===== config.mk =====
export PLATFORM = sky130hd
export DESIGN_NAME = ecp_dly
export DESIGN_NICKNAME = d
export VERILOG_FILES = /design/src/rtl/ecp_pkg.sv /design/src/rtl/ecp_dly.sv
export SDC_FILE = /design/constraint.sdc
export NUM_CORES = 1
export LEC_CHECK = 0
export BUFFER_PORTS_ARGS = -buffer_cell sky130_fd_sc_hd__buf_2
export CAP_MARGIN = 20
export CORE_AREA = 2 2 109 138
export CTS_BUF_LIST = sky130_fd_sc_hd__clkbuf_8 sky130_fd_sc_hd__clkbuf_16
export CTS_CLUSTER_DIAMETER = 60
export CTS_CLUSTER_SIZE = 16
export DETAILED_ROUTE_END_ITERATION = 16
export DIE_AREA = 0 0 111 140
export PLACE_DENSITY = 0.77
export SETUP_SLACK_MARGIN = 0.15
export SYNTH_ARGS = -nofsm -noshare
export SYNTH_HDL_FRONTEND = slang
export SYNTH_SLANG_ARGS = --single-unit

===== constraint.sdc =====
create_clock -name i_clk -period 0.8 [get_ports i_clk]
set_input_delay 0.08 -clock i_clk [delete_from_list [all_inputs] [get_ports i_clk]]
set_output_delay 0.08 -clock i_clk [all_outputs]
set_load 0.05 [all_outputs]

===== src/rtl/ecp_pkg.sv =====
package ecp_pkg;

    // Q39.24 fixed-point word
    typedef logic signed [63:0] t_fx;

    typedef enum logic [2:0] {
        REG_CAL_TEMP       = 3'd0,
        REG_CAL_PRESS_LOW  = 3'd1,
        REG_CAL_PRESS_HIGH = 3'd2,
        REG_CAL_PRESS9_HUM = 3'd3,
        REG_CAL_HUM_SHAPE  = 3'd4
    } t_reg_idx;

    localparam t_fx FX_MAX   = 64'sh7FFF_FFFF_FFFF_FFFF;
    localparam t_fx FX_MIN   = 64'sh8000_0000_0000_0000;
    localparam t_fx FX_ONE   = 64'sd1 <<< 24;
    localparam t_fx FX_5     = 64'sd5 <<< 24;
    localparam t_fx FX_6250  = 64'sd6250 <<< 24;
    localparam t_fx FX_64000 = 64'sd64000 <<< 24;
    localparam t_fx FX_76800 = 64'sd76800 <<< 24;

    localparam t_fx TC_LO = -64'sd4000;
    localparam t_fx TC_HI = 64'sd8500;
    localparam t_fx PA_LO = 64'sd30000;
    localparam t_fx PA_HI = 64'sd110000;
    localparam t_fx HF_LO = 64'sd0;
    localparam t_fx HF_HI = 64'sd102400;

    localparam int MUL_LAT = 4;
    localparam int DIV_STEPS = 88;

    // signed 16-bit coefficient as fixed point
    function automatic t_fx fx_s16(input logic [15:0] v);
        return {{24{v[15]}}, v, 24'd0};
    endfunction

    function automatic t_fx fx_sadd(input t_fx a, input t_fx b);
        logic signed [64:0] s;
        s = 65'(a) + 65'(b);
        if (s[64] != s[63]) return s[64] ? FX_MIN : FX_MAX;
        return 64'(s);
    endfunction

    function automatic t_fx fx_ssub(input t_fx a, input t_fx b);
        logic signed [64:0] s;
        s = 65'(a) - 65'(b);
        if (s[64] != s[63]) return s[64] ? FX_MIN : FX_MAX;
        return 64'(s);
    endfunction

    // round(a / 2^n), ties away from zero
    function automatic t_fx fx_rsh(input t_fx a, input int unsigned n);
        logic signed [64:0] h;
        logic signed [64:0] s;
        h = 65'sd1 <<< (n - 1);
        s = 65'(a) + h - $signed({64'd0, a[63]});
        s = s >>> n;
        return 64'(s);
    endfunction

    function automatic t_fx fx_clamp(input t_fx a, input t_fx lo, input t_fx hi);
        if (a < lo) return lo;
        if (a > hi) return hi;
        return a;
    endfunction

    function automatic logic [63:0] fx_mag(input t_fx a);
        return a[63] ? 64'd0 - 64'(a) : 64'(a);
    endfunction

    // apply sign to a magnitude, saturate
    function automatic t_fx fx_sgn(input logic neg, input logic [63:0] m);
        if (!neg) return m[63] ? FX_MAX : $signed(m);
        if (m[63]) return FX_MIN;
        return -$signed(m);
    endfunction

endpackage


===== src/rtl/ecp_dly.sv =====
module ecp_dly
    import ecp_pkg::*;
#(
    parameter int W = 64,
    parameter int N = 4
) (
    input  logic         i_clk,
    input  logic         i_en,
    input  logic [W-1:0] i_d,
    output logic [W-1:0] o_q
);

    logic [W-1:0] r_sr [N];

    always_ff @(posedge i_clk) begin
        if (i_en) begin
            r_sr[0] <= i_d;
            for (int i = 1; i < N; i++) r_sr[i] <= r_sr[i-1];
        end
    end

    assign o_q = r_sr[N-1];

endmodule


== Word-level counts from Yosys, hierarchy flattened ==
Memories as Yosys holds them, arrays and structs flattened.
Index checks and enable logic that the tools add are counted.

* Register bits: 0
* Memory bits (writable): 256
* Bits of input ports: 66
* Output and inout port bits: 64
* Word-level logic and storage cells: 3
* Memories: 1

{| class="wikitable"
|+ Memory list
! memory !! depth !! bits a word !! rd ports !! clocked after Yosys merged registers in !! write ports !! RTL line !! text
|-
| r_sr || 4 || 64 || 4 || 0 || 4 || ecp_dly.sv:13 || <nowiki>logic [W-1:0] r_sr [N];</nowiki>
|}

* Multiplexer cells: 2

{| class="wikitable"
|+ Operator list
! kind !! count
|-
| $mux W1 || 2
|}

== Depth between registers and ports, before layout ==
Gate-level depths: netlist (run 1).

* Depth in word-level cells: 2
* Depth in mapped cells: 0
* Mapped depth without buffers: 0

== Worst setup path after synthesis (run 1) ==
No wires, ideal clock.

* Path type: register -> output
* From: memory r_sr[3][0]
* To: output o_q[0]
* Arrival: 601 ps
* Path slack: 119 ps
* Cell stages (with the launch flop): 1
* Cell sequence: edfxtp_1

{| class="wikitable"
|+ RTL lines
! item !! RTL line !! text
|-
| start, declared || ecp_dly.sv:13 ||
|-
| end, declared || ecp_dly.sv:10 || <nowiki>output logic [W-1:0] o_q</nowiki>
|}

==> impl_metrics.xml, run 1 <==
<?xml version="1.0" encoding="UTF-8"?>
<metrics>
  <group name="floorplanning">
    <metric name="starting_density" unit="">0.543</metric>
    <metric name="dieHeight" unit="µm">140</metric>
    <metric name="boundary_pins" unit="">130</metric>
    <metric name="coreArea" unit="µm²">14200</metric>
    <metric name="num_rows" unit="">49</metric>
    <metric name="die_area" unit="µm²">15500</metric>
    <metric name="die_extent_in_x" unit="µm">111</metric>
  </group>
  <group name="job">
    <metric name="max_cap_viols" unit="">0</metric>
  </group>
  <group name="finish">
    <metric name="fillers" unit="">814</metric>
    <metric name="final_util" unit="">0.719</metric>
    <metric name="largest_register_ffs" unit="">256</metric>
    <metric name="multi_input_comb_area" unit="µm²">0</metric>
    <metric name="register_containing_the_most_flip_flops_in_the_final_layout" unit="">r_sr</metric>
    <metric name="multi_input_cells" unit="">0</metric>
    <metric name="biggestRegsByFlops" unit="">r_sr x256</metric>
    <metric name="post_route_cells_drive_above_1_share" unit="">0.325</metric>
    <metric name="nets" unit="">542</metric>
    <metric name="sequential_cell_area" unit="µm²">7690</metric>
    <metric name="layout-area-overhead-vs-synth" unit="%">32.5</metric>
  </group>
  <group name="critical_path">
    <metric name="slowest_delay" unit="ns">0.43</metric>
    <metric name="worst_setup_path_end_kind" unit="">output port</metric>
    <metric name="worstSetupStartpointType" unit="">flip-flop</metric>
    <metric name="cpLargestDelayFamily" unit="">flip-flops</metric>
    <metric name="timing.critical_path.cells" unit="">buf_6</metric>
    <metric name="crit_buf_inv" unit="">1</metric>
    <metric name="cp.required" unit="ns">0.72</metric>
    <metric name="worstPathArrival" unit="ns">1.08</metric>
    <metric name="timing.critical_path.slowest_stage_cell" unit="">sky130_fd_sc_hd__edfxtp_1</metric>
    <metric name="crit_fanout" unit="">1</metric>
    <metric name="start_to_end_type_of_the_worst_setup_path" unit="">reg -&gt; out</metric>
  </group>
  <group name="yosys">
    <metric name="post_synth_inst_count" unit="">256</metric>
    <metric name="synth_enable_flop_cells" unit="">256</metric>
    <metric name="ys_top_cells_by_area" unit="">sky130_fd_sc_hd__edfxtp_1 (100%)</metric>
    <metric name="synthMostInstantiatedCell" unit="">sky130_fd_sc_hd__edfxtp_1</metric>
    <metric name="mappedNetlistArea" unit="µm²">7690</metric>
    <metric name="seq_area_frac_synth" unit="">1.00</metric>
    <metric name="yosys_most_used_dff" unit="">sky130_fd_sc_hd__edfxtp_1</metric>
    <metric name="syn_avg_cell_area" unit="µm²">30.0</metric>
    <metric name="synth.net_count" unit="">322</metric>
    <metric name="yosys_warnings" unit="">0</metric>
    <metric name="yosysTopAreaCellShare" unit="">1.00</metric>
    <metric name="cell_type_contributing_the_most_total_cell_area_after_synthesis" unit="">sky130_fd_sc_hd__edfxtp_1</metric>
    <metric name="synth_async_sr_flop_share" unit="">0</metric>
    <metric name="post_synth_num_cell_types" unit="">1</metric>
    <metric name="synth_seq_cells" unit="">256</metric>
    <metric name="synth_common_cells" unit="">sky130_fd_sc_hd__edfxtp_1 (256)</metric>
  </group>
  <group name="global_route">
    <metric name="grt_pass1_wl" unit="µm">16100</metric>
    <metric name="grt_remaining_overflow" unit="">0</metric>
    <metric name="maximum_number_of_pins_on_one_net_before_global_route_repair" unit="">62</metric>
    <metric name="global_route.usage.total" unit="">0.136</metric>
    <metric name="number_of_global_route_vias_before_repair" unit="">3149</metric>
    <metric name="number_of_antenna_violations_at_the_first_check_in_global_routing" unit="">2</metric>
  </group>
  <group name="outcome">
    <metric name="outcome" unit="">complete, but fails checks</metric>
    <metric name="violations" unit="">setup timing</metric>
  </group>
  <group name="placed_design">
    <metric name="final_weighted_congestion_in_routability_driven_placement" unit="">0.682</metric>
    <metric name="detailedPlacementHpwl" unit="µm">5880</metric>
    <metric name="place.port_buffers" unit="">129</metric>
  </group>
  <group name="clock_tree">
    <metric name="cts_root_buf" unit="">sky130_fd_sc_hd__clkbuf_16</metric>
    <metric name="worst_path_clk_slew" unit="ns">0.07</metric>
    <metric name="numCtsBuffers" unit="">19</metric>
    <metric name="worst_skew_pair.late_latency" unit="ns">0.47</metric>
    <metric name="cts-htree-levels" unit="">1</metric>
    <metric name="clock_tree_from_tritoncts" unit="">built</metric>
    <metric name="clk_path_buf_depth" unit="">3</metric>
    <metric name="clock_sink_count" unit="">256</metric>
  </group>
  <group name="power_and_ir_drop">
    <metric name="part_of_the_total_power_dissipated_in_the_clock_network" unit="">0.309</metric>
    <metric name="switchingPower" unit="mW">5.11</metric>
    <metric name="irDropWorstVdd" unit="µV">2400</metric>
    <metric name="combinational_power_share" unit="">0.068</metric>
    <metric name="leakage" unit="nW">3.70</metric>
    <metric name="share_seq_of_total_power" unit="">0.623</metric>
    <metric name="power.share.switching" unit="">0.198</metric>
    <metric name="design_power_total" unit="mW">25.8</metric>
    <metric name="internal_power" unit="mW">20.7</metric>
    <metric name="powerDensity" unit="nW/µm²">2530</metric>
  </group>
  <group name="min_path">
    <metric name="hold_path_class" unit="">in -&gt; reg</metric>
  </group>
  <group name="sta">
    <metric name="slew_viol_final" unit="">0</metric>
    <metric name="portion_of_the_clock_cycle_consumed_by_the_worst_path_in_the_final_layout" unit="">1.45</metric>
    <metric name="hold_ws" unit="ns">0.122</metric>
    <metric name="final-setup-viol-count" unit="">64</metric>
    <metric name="rsz0062_at_grt" unit="">true</metric>
    <metric name="min_tclk_post_route" unit="ns">1.16</metric>
    <metric name="relSlewSlack" unit="">0.793</metric>
    <metric name="tightestPinTransition" unit="ns">0.310</metric>
    <metric name="final-hold-violation-count" unit="">0</metric>
    <metric name="fin_skew" unit="ns">0.00514</metric>
    <metric name="final.setup.worst_slack" unit="ns">-0.361</metric>
    <metric name="max_clock_freq" unit="MHz">862</metric>
  </group>
  <group name="drt">
    <metric name="drt_first_iter_violations" unit="">140</metric>
    <metric name="routedWlPerCell" unit="µm">16.6</metric>
    <metric name="antenna_left" unit="">0</metric>
    <metric name="detailedRoute.firstPassIterationCount" unit="">4</metric>
    <metric name="num_vias" unit="">3064</metric>
    <metric name="drc" unit="">0</metric>
    <metric name="route.detailed.vias_per_inst" unit="">4.69</metric>
    <metric name="drt-total-wl" unit="µm">10800</metric>
  </group>
</metrics>
==> power by group through the flow <==
stage          Sequential (mW)  Combinational (mW)  Clock, mW
6_report                  16.1                1.76       7.97
2_1_floorplan             16.9                   0          0
4_1_cts                   16.1                1.76       8.19
5_1_grt                   16.1                1.84       8.66
3_3_place_gp              16.2                1.27          0
3_5_place_dp              16.3                1.30          0
==> routing by layer <==
metal	vias up	part of all wire	track usage
li1	1470	-	-
met1	1484	0.37	0.154
met2	90	0.55	0.248
met3	20	0.050	0.0312
met4	0	0.024	0.0599
met5	-	0	0
==> cells in the final DEF (no fill, tap or decap), drive strengths merged <==
cell	count
diode	2
clkbuf	19
buf	135
dlygate4sd3	64
edfxtp	256
==> kinds of logic (layout without fill, tap and decap cells) <==
group | Yosys count | count (layout) | share of synthesized area
flip-flops | 256 | 256 | 1.00
other | 0 | 2 | 0
buffers and inverters | 0 | 218 | 0
==> worst paths after layout <==
check / startpoint / end / slack, ns / cells past startpoint
setup / recovery: r_sr[3][46] / o_q[46] / -0.36 / 1
hold reg to reg: r_sr[0][31] / r_sr[1][31] / 0.42 / 0
setup reg to reg: r_sr[2][46] / r_sr[3][46] / 0.12 / 0
hold / removal: i_en / r_sr[2][34] / 0.12 / 2
==> through the flow <==
step	worst slack [ns]	setup TNS, ns	cell area [µm²]	std cells
finish	-0.361	-19.48	10200	654
floorplan	0.119	0	7690	256
global placement	-0.0390	-5.95	8660	569
detailed placement	-0.0690	-11.37	8660	569
global route	-0.382	-22.08	10200	654
CTS	-0.363	-20.81	10200	652
==> final cells by class <==
class | instances | share of cell area
tap | 178 | 0.0219
timing repair buffer | 199 | 0.176
antenna | 2 | 0.000492
sequential | 256 | 0.755
clock buffer | 19 | 0.0467
==> what timing repair did <==
| action | in CTS | in global routing |
|---|---|---|
| endpoints found under the setup margin | 65 | 80 |
| setup buffers | 0 | 0 |
| endpoints found under the hold margin | 64 | 0 |
| resized for setup | 128 | 0 |
| hold buffers | 64 | 0 |
Power figures use the tool's default switching activity.
==> inputs of run 2 (changes only) <==
- BUFFER_PORTS_ARGS: -buffer_cell sky130_fd_sc_hd__buf_2 -> default
- CORE_AREA: 2 2 109 138 -> 2 2 104 131
- DIE_AREA: 0 0 111 140 -> 0 0 106 133
- DONT_BUFFER_PORTS: default -> 1
- PLACE_DENSITY: 0.77 -> 0.76
==> run 2 against run 1 <==
The run ends with hold timing, setup timing left. Worst hold slack got worse by 0.39 ns. Power fell by 0.43%. Worst setup slack got worse by 0.012 ns. Clock skew rose by 0.0071 ns. Clock-buffer cell count did not move. Via count fell by 6.8%. Sequential share of layout area fell by 0.85 points. Final area rose by 1.1%. Combinational power fell by 6%. Global-route usage rose by 1.7 points. Largest cell class unchanged.
==> impl_metrics.xml, run 2 (synthesis results as in run 1) <==
<?xml version="1.0" encoding="UTF-8"?>
<metrics>
  <group name="global_route">
    <metric name="global_route.usage.total" unit="">0.153</metric>
    <metric name="grt_remaining_overflow" unit="">0</metric>
    <metric name="number_of_global_route_vias_before_repair" unit="">2911</metric>
    <metric name="number_of_antenna_violations_at_the_first_check_in_global_routing" unit="">0</metric>
    <metric name="maximum_number_of_pins_on_one_net_before_global_route_repair" unit="">257</metric>
    <metric name="grt_pass1_wl" unit="µm">15900</metric>
  </group>
  <group name="sta">
    <metric name="final.setup.worst_slack" unit="ns">-0.373</metric>
    <metric name="tightestPinTransition" unit="ns">0.326</metric>
    <metric name="relSlewSlack" unit="">0.783</metric>
    <metric name="final-setup-viol-count" unit="">64</metric>
    <metric name="portion_of_the_clock_cycle_consumed_by_the_worst_path_in_the_final_layout" unit="">1.47</metric>
    <metric name="min_tclk_post_route" unit="ns">1.17</metric>
    <metric name="slew_viol_final" unit="">0</metric>
    <metric name="final-hold-violation-count" unit="">256</metric>
    <metric name="rsz0062_at_grt" unit="">true</metric>
    <metric name="fin_skew" unit="ns">0.0123</metric>
    <metric name="max_clock_freq" unit="MHz">853</metric>
    <metric name="hold_ws" unit="ns">-0.269</metric>
  </group>
  <group name="clock_tree">
    <metric name="cts_resized" unit="">0</metric>
    <metric name="hold_bufs_inserted_after_cts" unit="">64</metric>
    <metric name="clock_sink_count" unit="">256</metric>
    <metric name="numCtsBuffers" unit="">19</metric>
    <metric name="clock_tree_from_tritoncts" unit="">built</metric>
    <metric name="cts_root_buf" unit="">sky130_fd_sc_hd__clkbuf_16</metric>
    <metric name="cts-htree-levels" unit="">1</metric>
    <metric name="clk_path_buf_depth" unit="">3</metric>
    <metric name="worst_path_clk_slew" unit="ns">0.06</metric>
    <metric name="worst_skew_pair.late_latency" unit="ns">0.47</metric>
  </group>
  <group name="placed_design">
    <metric name="place.port_buffers" unit="">0</metric>
    <metric name="dp_cells" unit="">491</metric>
    <metric name="detailedPlacementHpwl" unit="µm">5490</metric>
    <metric name="final_weighted_congestion_in_routability_driven_placement" unit="">0.668</metric>
    <metric name="pre_cts_slack" unit="ns">0.125</metric>
  </group>
  <group name="finish">
    <metric name="post_route_cells_drive_above_1_share" unit="">0.206</metric>
    <metric name="largest_register_ffs" unit="">256</metric>
    <metric name="final_cell_mix" unit="">sky130_fd_sc_hd__edfxtp_1 (256), sky130_fd_sc_hd__dlygate4sd3_1 (64), sky130_fd_sc_hd__buf_12 (64)</metric>
    <metric name="multi_input_comb_area" unit="µm²">0</metric>
    <metric name="sequential_cell_area" unit="µm²">7690</metric>
    <metric name="register_containing_the_most_flip_flops_in_the_final_layout" unit="">r_sr</metric>
    <metric name="final_common_cell" unit="">sky130_fd_sc_hd__edfxtp_1</metric>
    <metric name="biggestRegsByFlops" unit="">r_sr x256</metric>
    <metric name="layout-area-overhead-vs-synth" unit="%">34.0</metric>
    <metric name="fillers" unit="">593</metric>
    <metric name="multi_input_cells" unit="">0</metric>
    <metric name="non_filler_cells_in_the_finished_layout" unit="">574</metric>
    <metric name="nets" unit="">471</metric>
    <metric name="insertedDiodeCount" unit="">0</metric>
  </group>
  <group name="drt">
    <metric name="routedWlPerCell" unit="µm">18.4</metric>
    <metric name="num_vias" unit="">2857</metric>
    <metric name="drt-total-wl" unit="µm">10500</metric>
    <metric name="drt_first_iter_violations" unit="">178</metric>
    <metric name="route.detailed.vias_per_inst" unit="">4.98</metric>
    <metric name="detailedRoute.firstPassIterationCount" unit="">6</metric>
    <metric name="antenna_left" unit="">0</metric>
    <metric name="drc" unit="">0</metric>
  </group>
  <group name="outcome">
    <metric name="outcome" unit="">complete, but fails checks</metric>
    <metric name="violations" unit="">hold timing, setup timing</metric>
  </group>
  <group name="job">
    <metric name="max_cap_viols" unit="">0</metric>
  </group>
  <group name="floorplanning">
    <metric name="starting_density" unit="">0.592</metric>
    <metric name="die_extent_in_x" unit="µm">106</metric>
    <metric name="dieHeight" unit="µm">133</metric>
    <metric name="coreArea" unit="µm²">13000</metric>
    <metric name="num_rows" unit="">47</metric>
    <metric name="die_area" unit="µm²">14100</metric>
    <metric name="boundary_pins" unit="">130</metric>
  </group>
  <group name="critical_path">
    <metric name="crit_buf_inv" unit="">1</metric>
    <metric name="timing.critical_path.cells" unit="">buf_12</metric>
    <metric name="worstPathArrival" unit="ns">1.09</metric>
    <metric name="cpLargestDelayFamily" unit="">flip-flops</metric>
    <metric name="worstSetupStartpointType" unit="">flip-flop</metric>
    <metric name="cp.required" unit="ns">0.72</metric>
    <metric name="timing.critical_path.slowest_stage_cell" unit="">sky130_fd_sc_hd__edfxtp_1</metric>
    <metric name="crit_fanout" unit="">1</metric>
    <metric name="start_to_end_type_of_the_worst_setup_path" unit="">reg -&gt; out</metric>
    <metric name="worst_setup_path_end_kind" unit="">output port</metric>
    <metric name="slowest_delay" unit="ns">0.44</metric>
  </group>
  <group name="power_and_ir_drop">
    <metric name="irDropWorstVdd" unit="µV">2830</metric>
    <metric name="leakage" unit="nW">3.61</metric>
    <metric name="powerDensity" unit="nW/µm²">2500</metric>
  </group>
  <group name="min_path">
    <metric name="hold_path_class" unit="">in -&gt; reg</metric>
  </group>
</metrics>
-- run 2: cell types whose count changed in the layout (fill, tap and decap cells not counted) --
| cell | change |
|---|---|
| sky130_fd_sc_hd__buf_6 | -64 |
| sky130_fd_sc_hd__buf_12 | +60 |
| sky130_fd_sc_hd__buf_4 | -2 |
| sky130_fd_sc_hd__diode_2 | -2 |
| sky130_fd_sc_hd__buf_8 | -1 |
| sky130_fd_sc_hd__buf_2 | -64 |
-- run 2: routing by layer --
layer / routed length [µm] / track usage / vias up / share of wire
met5: 0 / 0 / - / 0
met4: 187 / 0.0453 / 0 / 0.018
met3: 715 / 0.0429 / 18 / 0.068
met2: 5670 / 0.263 / 115 / 0.54
met1: 3970 / 0.191 / 1401 / 0.38
li1: - / - / 1323 / -
-- run 2: worst paths after layout --
kind | to | startpoint | cells after the start | slack (ns)
setup / recovery | o_q[16] | r_sr[3][16] | 1 | -0.37
hold / removal | r_sr[0][35] | i_en | 0 | -0.27
setup reg to reg | r_sr[1][16] | r_sr[0][16] | 0 | 0.10
hold reg to reg | r_sr[1][12] | r_sr[0][12] | 0 | 0.41
-- run 2: power by group --
part           internal (mW)  switching, mW
combinational          0.869          0.781
sequential              15.8          0.348
clock                   4.20           3.69
-- run 2: stage by stage --
| stage | util | total power [mW] | area, µm² | TNS [ns] |
|---|---|---|---|---|
| after floorplan | - | 16.9 | 7690 | 0 |
| after global placement | 0.707 | 17.7 | 9180 | 0 |
| after detailed placement | 0.707 | 17.8 | 9180 | 0 |
| after CTS | 0.792 | 25.9 | 10300 | -22.88 |
| after global routing | 0.792 | 26.6 | 10300 | -23.94 |
| final | 0.792 | 25.7 | 10300 | -21.39 |
-- run 2: layout make-up --
cell class,instances,share of cell area
flip-flops and latches,256,0.746
repair buffers,128,0.187
clock buffers,19,0.0462
well taps,171,0.0208
-- run 2: timing repair --
action / CTS / global route
gates cloned: 0 / 0
setup buffers: 0 / 0
setup endpoints to repair: 78 / 96
hold endpoints to repair: 320 / 256
